$ cat src/rtl/core/scc_ram.sv
// ----------------------------------------------------------------------------
// scc_ram
// Single-port-write, single-port-read memory with a registered read.
// ----------------------------------------------------------------------------
module scc_ram #(
  parameter int WIDTH = 8,
  parameter int DEPTH = 64,
  parameter int AW    = (DEPTH > 1) ? $clog2(DEPTH) : 1
) (
  input  logic             clk,
  input  logic             wr_en,
  input  logic [AW-1:0]    wr_addr,
  input  logic [WIDTH-1:0] wr_data,
  input  logic             rd_en,
  input  logic [AW-1:0]    rd_addr,
  output logic [WIDTH-1:0] rd_data
);

  logic [WIDTH-1:0] mem [DEPTH];

  always_ff @(posedge clk) begin
    if (wr_en) begin
      mem[wr_addr] <= wr_data;
    end
  end

  // The read data holds until the next read is issued.
  always_ff @(posedge clk) begin
    if (rd_en) begin
      rd_data <= mem[rd_addr];
    end
  end

endmodule

$ cat config.mk
export PLATFORM = sky130hd
export DESIGN_NAME = scc_ram
export DESIGN_NICKNAME = d
export VERILOG_FILES = /design/src/rtl/core/scc_ram.sv
export SDC_FILE = /design/constraint.sdc
export NUM_CORES = 1
export LEC_CHECK = 0
export ABC_CLOCK_PERIOD_IN_PS = 2600
export BUFFER_PORTS_ARGS = -buffer_cell sky130_fd_sc_hd__buf_2
export CORE_MARGIN = 2
export CORE_UTILIZATION = 45
export CTS_CLUSTER_DIAMETER = 200
export CTS_CLUSTER_SIZE = 20
export DETAILED_ROUTE_END_ITERATION = 10
export HOLD_SLACK_MARGIN = 0.02
export PLACE_DENSITY_LB_ADDON = 0.15
export SLEW_MARGIN = 20
export SYNTH_ARGS = -nofsm -noshare
export SYNTH_HDL_FRONTEND = slang
export SYNTH_SLANG_ARGS = --single-unit
export TNS_END_PERCENT = 5
$ cat constraint.sdc
create_clock -name clk -period 2.6 [get_ports clk]
set_input_delay 0.13 -clock clk [delete_from_list [all_inputs] [get_ports clk]]
set_output_delay 0.13 -clock clk [all_outputs]
set_load 0.1 [all_outputs]
==> impl_metrics.toml, run 1 <==
[outcome]
run_status = "completed"

[pwr]
vdd_drop_max_mv = 0.6192
power_mw = 14.74
power_density_nw_per_um2 = 653.5
p_leak_nw = 7.081

[synthesis]
syn_inst = 940
ys_seq_area_share_pct = 77.12
ys.flop_type = "edfxtp_1"
yosysTopAreaCellShare_pct = 77.12
synth-edff-count = 520
yosysTopAreaCell = "edfxtp_1"
synthTopCellsByArea = "edfxtp_1 77%, mux4_2 14%, nor2_1 1.5%, mux2i_1 1.1%, mux2_2 0.72%"
syn_area_sq_um = 20250
yosysUniqueCellTypes = 39
syn_area_per_cell_sq_um = 21.54
yosysWarnings = 0
synth_seq_cells = 520
synth_fp_nets = 963
synthArstFlopShare_pct = 0

[worst_setup_path]
reg2reg_depth = 5
rrSetupSlack_ns = 0.43
critPathMaxStageDelay_ns = 0.47
criticalPathCategory = "flop to flop"
endpoint_kind = "flop"
crit_chain = "mux4_2, mux2_2, o221a_2, nor3_1, o32ai_1"
crit_slowest_cell = "mux4_2"
r2r_end = "rd_data[6]$_DFFE_PP_"
start_kind = "flop"
worstPathMaxFanout = 1
worstPathArrival_ns = 2.50
worstPathRequired_ns = 2.94
r2r-start = "mem[16][6]$_DFFE_PP_"

[global_routing]
grt-ovfl-total = 0
grtUsageTotal_pct = 19.94
grt_max_degree = 65
antenna_found_initial = 3
grt_pass1_vias = 9816
grt_pass1_wl_mm = 67.63

[floorplan]
boundaryPins = 31
die_width_um = 216.1
start_util_pct = 45.69
coreArea_sq_um = 44320
die_y_um = 216.1
dieArea_sq_um = 46710
num_rows = 77

[route]
via_per_inst = 5.792
final_antenna_net_count = 0
post_drt_wl_per_cell_um = 27.63
drc = 0
wirelength_mm = 45.79
drt-initial-drc-count = 938
drt_pass1_iterations = 7
dr_total_vias = 9597

[cells_and_area]
final_cell_mix = "520 x edfxtp_1, 126 x mux4_2, 105 x buf_4"
fillers = 3584
layout.cells.non_filler = 1657
areaGrowthSynthToFinish_pct = 11.41
final_common_cell = "edfxtp_1"
fin_area_sq_um = 22560
drive_gt1_share_pct = 29.32
multi_input_area_sq_um = 4315
seqCellArea_sq_um = 15620
layout.nets = 1089

[clock_tree]
clock-sinks = 520
cts_buffer_depth = 3
cts_tree = "done"
insertion_delay_ns = 0.59
post_cts_buffers = 0
clk_pin_slew_ns = 0.08
htree_levels = 1
cts_root_buf = "clkbuf_16"
numCtsBuffers = 29

[sta]
rsz0062_at_grt = "no"
worst_pin_slew_ns = 0.7675
skew_ns = 0.01800
finalCriticalPeriod_ns = 2.166
finalCritPeriodShare_pct = 83.31
final-hold-violation-count = 0
relSlewSlack_pct = 48.83
setup_viol = 0
slew_violations = 0
max_freq_mhz = 461.6
whs_ns = 0.03421
fin_tns_setup_ns = 0

[placed_design]
place_congestion = 0.7842
io_buffers = 30
dpl.hpwl_mm = 29.53
place_area_sq_um = 21790
post-place-cells = 1623

[run]
drv_cap = 0

[worst_hold_path]
hold_depth = 1
holdPathEnd = "mem[16][1]$_DFFE_PP_"
hold_start = "wr_data[1]"
hp-class = "input pin to flop"
[registers in the layout, summed over array words and instances, names as in the netlist]
name     cells
mem        512
rd_data      8
[cells by family after synthesis]
kind of cell | after synthesis | share of synthesized area (%)
flops | 520 | 77.12
mux | 162 | 15.88
compound gates | 54 | 2.064
buf+inv | 51 | 1.563
simple gates | 153 | 3.374
[through the flow]
step	util (%)	setup slack [ns]
floorplan	-	0.6637
global placement	49.16	0.08765
detailed placement	49.16	0.07708
CTS	50.89	0.4183
global route	50.89	0.3471
finish	50.90	0.4338
[critical path, delay by kind of cell, from the launching register on]
family,cells,cell delay [ns]
mux,2,0.77
flops,1,0.38
simple gates,1,0.32
compound gates,2,0.44
[area by class of cell]
type	instances	share of cell area [%]
Sequential cell	520	69.23
Antenna cell	1	0.01109
Multi-Input combinational cell	369	19.13
Timing Repair Buffer	146	5.131
Tap cell	592	3.284
Clock buffer	29	3.217
[worst max-delay path by stage]
stage / startpoint / endpoint / slack, ns / depth (start not counted)
6_report: mem[16][6]$_DFFE_PP_ / rd_data[6]$_DFFE_PP_ / 0.43 / 5
2_1_floorplan: rd_addr[1] / rd_data[3]$_DFFE_PP_ / 0.66 / 7
5_1_grt: mem[28][4]$_DFFE_PP_ / rd_data[4]$_DFFE_PP_ / 0.35 / 5
3_5_place_dp: rd_addr[0] / rd_data[4]$_DFFE_PP_ / 0.08 / 7
4_1_cts: mem[16][6]$_DFFE_PP_ / rd_data[6]$_DFFE_PP_ / 0.42 / 5
3_3_place_gp: rd_addr[0] / rd_data[4]$_DFFE_PP_ / 0.09 / 7
[synthesized netlist by cell type, types with 6 or more instances]
cell type / instances
edfxtp_1: 520
mux4_2: 126
nor2_1: 83
mux2i_1: 23
nand2_1: 19
clkbuf_1: 17
nor2b_1: 14
buf_4: 13
mux2_2: 13
nand3_1: 13
buf_2: 11
o221ai_1: 8
o22ai_1: 8
nand2b_1: 7
nor3_1: 7
a221oi_1: 6
[power breakdown]
group          switching (mW)  total (mW)  internal [mW]
Sequential             0.0241        9.30           9.28
Combinational           0.620       0.986          0.366
Clock                    2.48        4.45           1.97
[layer usage]
metal / global-route usage (%) / share of wire, % / wire length [um]
met1: 29.27 / 44 / 20270
met2: 32.52 / 48 / 22200
met3: 2.526 / 5.1 / 2314
met4: 4.132 / 2.1 / 975
met5: 0 / 0.059 / 27
[what timing repair did]
item	in CTS	in global routing
gates resized for setup	0	0
hold buffers	4	0
endpoints found under the hold margin	37	0
(Power assumes the default switching activity.)
==> run 2, diff against run 1 <==
--- a/config.mk
+++ b/config.mk
@@ -5,7 +5,7 @@
 export SDC_FILE = /design/constraint.sdc
 export NUM_CORES = 1
 export LEC_CHECK = 0
-export ABC_CLOCK_PERIOD_IN_PS = 2600
+export ABC_CLOCK_PERIOD_IN_PS = 1800
 export BUFFER_PORTS_ARGS = -buffer_cell sky130_fd_sc_hd__buf_2
 export CORE_MARGIN = 2
 export CORE_UTILIZATION = 45
==> constraint.sdc (replaced) <==
create_clock -name clk -period 1.8 [get_ports clk]
set_input_delay 0.09 -clock clk [delete_from_list [all_inputs] [get_ports clk]]
set_output_delay 0.09 -clock clk [all_outputs]
set_load 0.1 [all_outputs]
==> impl_metrics.toml, run 2 (same netlist as run 1, synthesis figures left out) <==
[route]
dr_total_vias = 9828
final_antenna_net_count = 0
drc = 0
drt-initial-drc-count = 1006
post_drt_wl_per_cell_um = 27.40
drt_pass1_iterations = 5
wirelength_mm = 46.99
via_per_inst = 5.731

[placed_design]
post-place-cells = 1679
dpl.hpwl_mm = 30.68
place_congestion = 0.8113
io_buffers = 30

[clock_tree]
cts_buffer_depth = 3
insertion_delay_ns = 0.59
numCtsBuffers = 29
cts_root_buf = "clkbuf_16"
htree_levels = 1
clock-sinks = 520
clk_pin_slew_ns = 0.09
cts_tree = "done"

[global_routing]
use_met2_pct = 33.06
grtUsageTotal_pct = 20.50
grt_pass1_vias = 10190
grt-busiest-layer = "met2"
grt-ovfl-total = 0
grt_max_degree = 65
grt_use_met3_pct = 3.354
antenna_found_initial = 1
grt_pass1_wl_mm = 69.38
met1_usage_pct = 29.64

[cells_and_area]
regMostFlops = "mem"
largest_reg_flops = 512
final_cell_mix = "520 x edfxtp_1, 153 x buf_4, 126 x mux4_2"
drive_gt1_share_pct = 34.40
layout.nets = 1146
reg_top3 = "mem: 512 flops, rd_data: 8 flops"
final_common_cell = "edfxtp_1"
layout.cells.non_filler = 1715
areaGrowthSynthToFinish_pct = 14.93
fillers = 3455

[sta]
setup_viol = 8
whs_ns = 0.09504
relSlewSlack_pct = 47.56
finalCriticalPeriod_ns = 2.124
skew_ns = 0.02172
max_freq_mhz = 470.9
setup_ws_ns = -0.3236
fin_tns_setup_ns = -1.112
slew_violations = 0
finalCritPeriodShare_pct = 118.0
rsz0062_at_grt = "yes"
final-hold-violation-count = 0
worst_pin_slew_ns = 0.7865

[floorplan]
coreArea_sq_um = 44320
num_rows = 77
boundaryPins = 31
dieArea_sq_um = 46710
die_width_um = 216.1
die_y_um = 216.1
start_util_pct = 45.69

[worst_setup_path]
endpoint_kind = "flop"
r2r-start = "mem[21][6]$_DFFE_PP_"
worstPathArrival_ns = 2.45
criticalPathCategory = "flop to flop"
start_kind = "flop"
crit_start = "mem[21][6]$_DFFE_PP_"
worstPathMaxFanout = 1
worstPathRequired_ns = 2.13

[outcome]
violations = "setup timing"
run_status = "finished, violations left"

[run]
drv_cap = 0

[pwr]
power_mw = 21.51
power_density_nw_per_um2 = 924.4
p_leak_nw = 7.448
vdd_drop_max_mv = 0.7443

[worst_hold_path]
hp-class = "input pin to flop"
hold_start = "wr_data[5]"
==> run 2: routing by layer <==
layer,share of wire (%),vias up
met5,0.021,-
met4,1.9,2
met3,5.4,54
met2,48,238
met1,44,5273
li1,-,4261
==> run 2: repair_timing <==
action,4_1_cts,5_1_grt
pin swaps,3,5
endpoints found under the setup margin,8,8
setup buffers,0,0
gates resized for setup,26,6
hold buffers,5,0
hold endpoints to repair,38,0
==> run 2: power by group <==
part / switching (mW) / internal (mW) / total, mW / leakage [nW]
logic: 0.975 / 0.658 / 1.63 / 2.40
registers: 0.0312 / 13.4 / 13.4 / 4.69
clock network: 3.58 / 2.86 / 6.44 / 0.362
==> run 2: path summary, 6_finish.rpt <==
path	to	slack, ns	cells after the start
min reg2reg	rd_data[3]$_DFFE_PP_	0.98	4
min	mem[2][5]$_DFFE_PP_	0.1	1
max reg2reg	rd_data[6]$_DFFE_PP_	-0.32	5
max	rd_data[6]$_DFFE_PP_	-0.32	5
==> run 2: area by class of cell <==
| cell class | instances | area (sq um) | area share (%) |
|---|---|---|---|
| timing repair buffer | 203 | 1688 | 7.253 |
| sequential | 520 | 15620 | 67.10 |
| clock inverter | 1 | 8.758 | 0.03764 |
| antenna | 1 | 2.502 | 0.01075 |
| tap | 592 | 740.7 | 3.183 |
| multi-input combinational | 369 | 4489 | 19.29 |
| clock buffer | 29 | 725.7 | 3.119 |
==> run 2: worst max-delay path, cell delays in order, from the launching register on <==
cell	delay [ns]
edfxtp_1	0.36
mux4_2	0.48
mux2_4	0.29
o221a_4	0.28
nor3_4	0.34
o32ai_2	0.12
==> run 2: metrics by stage <==
stage / setup WS (ns) / cell area, sq um / utilization, %
2_1_floorplan: -0.0008493 / 20270 / -
3_3_place_gp: -0.5008 / 22320 / 50.36
3_5_place_dp: -0.5060 / 22320 / 50.36
4_1_cts: -0.3366 / 23230 / 52.41
5_1_grt: -0.3431 / 23270 / 52.50
6_report: -0.3236 / 23270 / 52.51
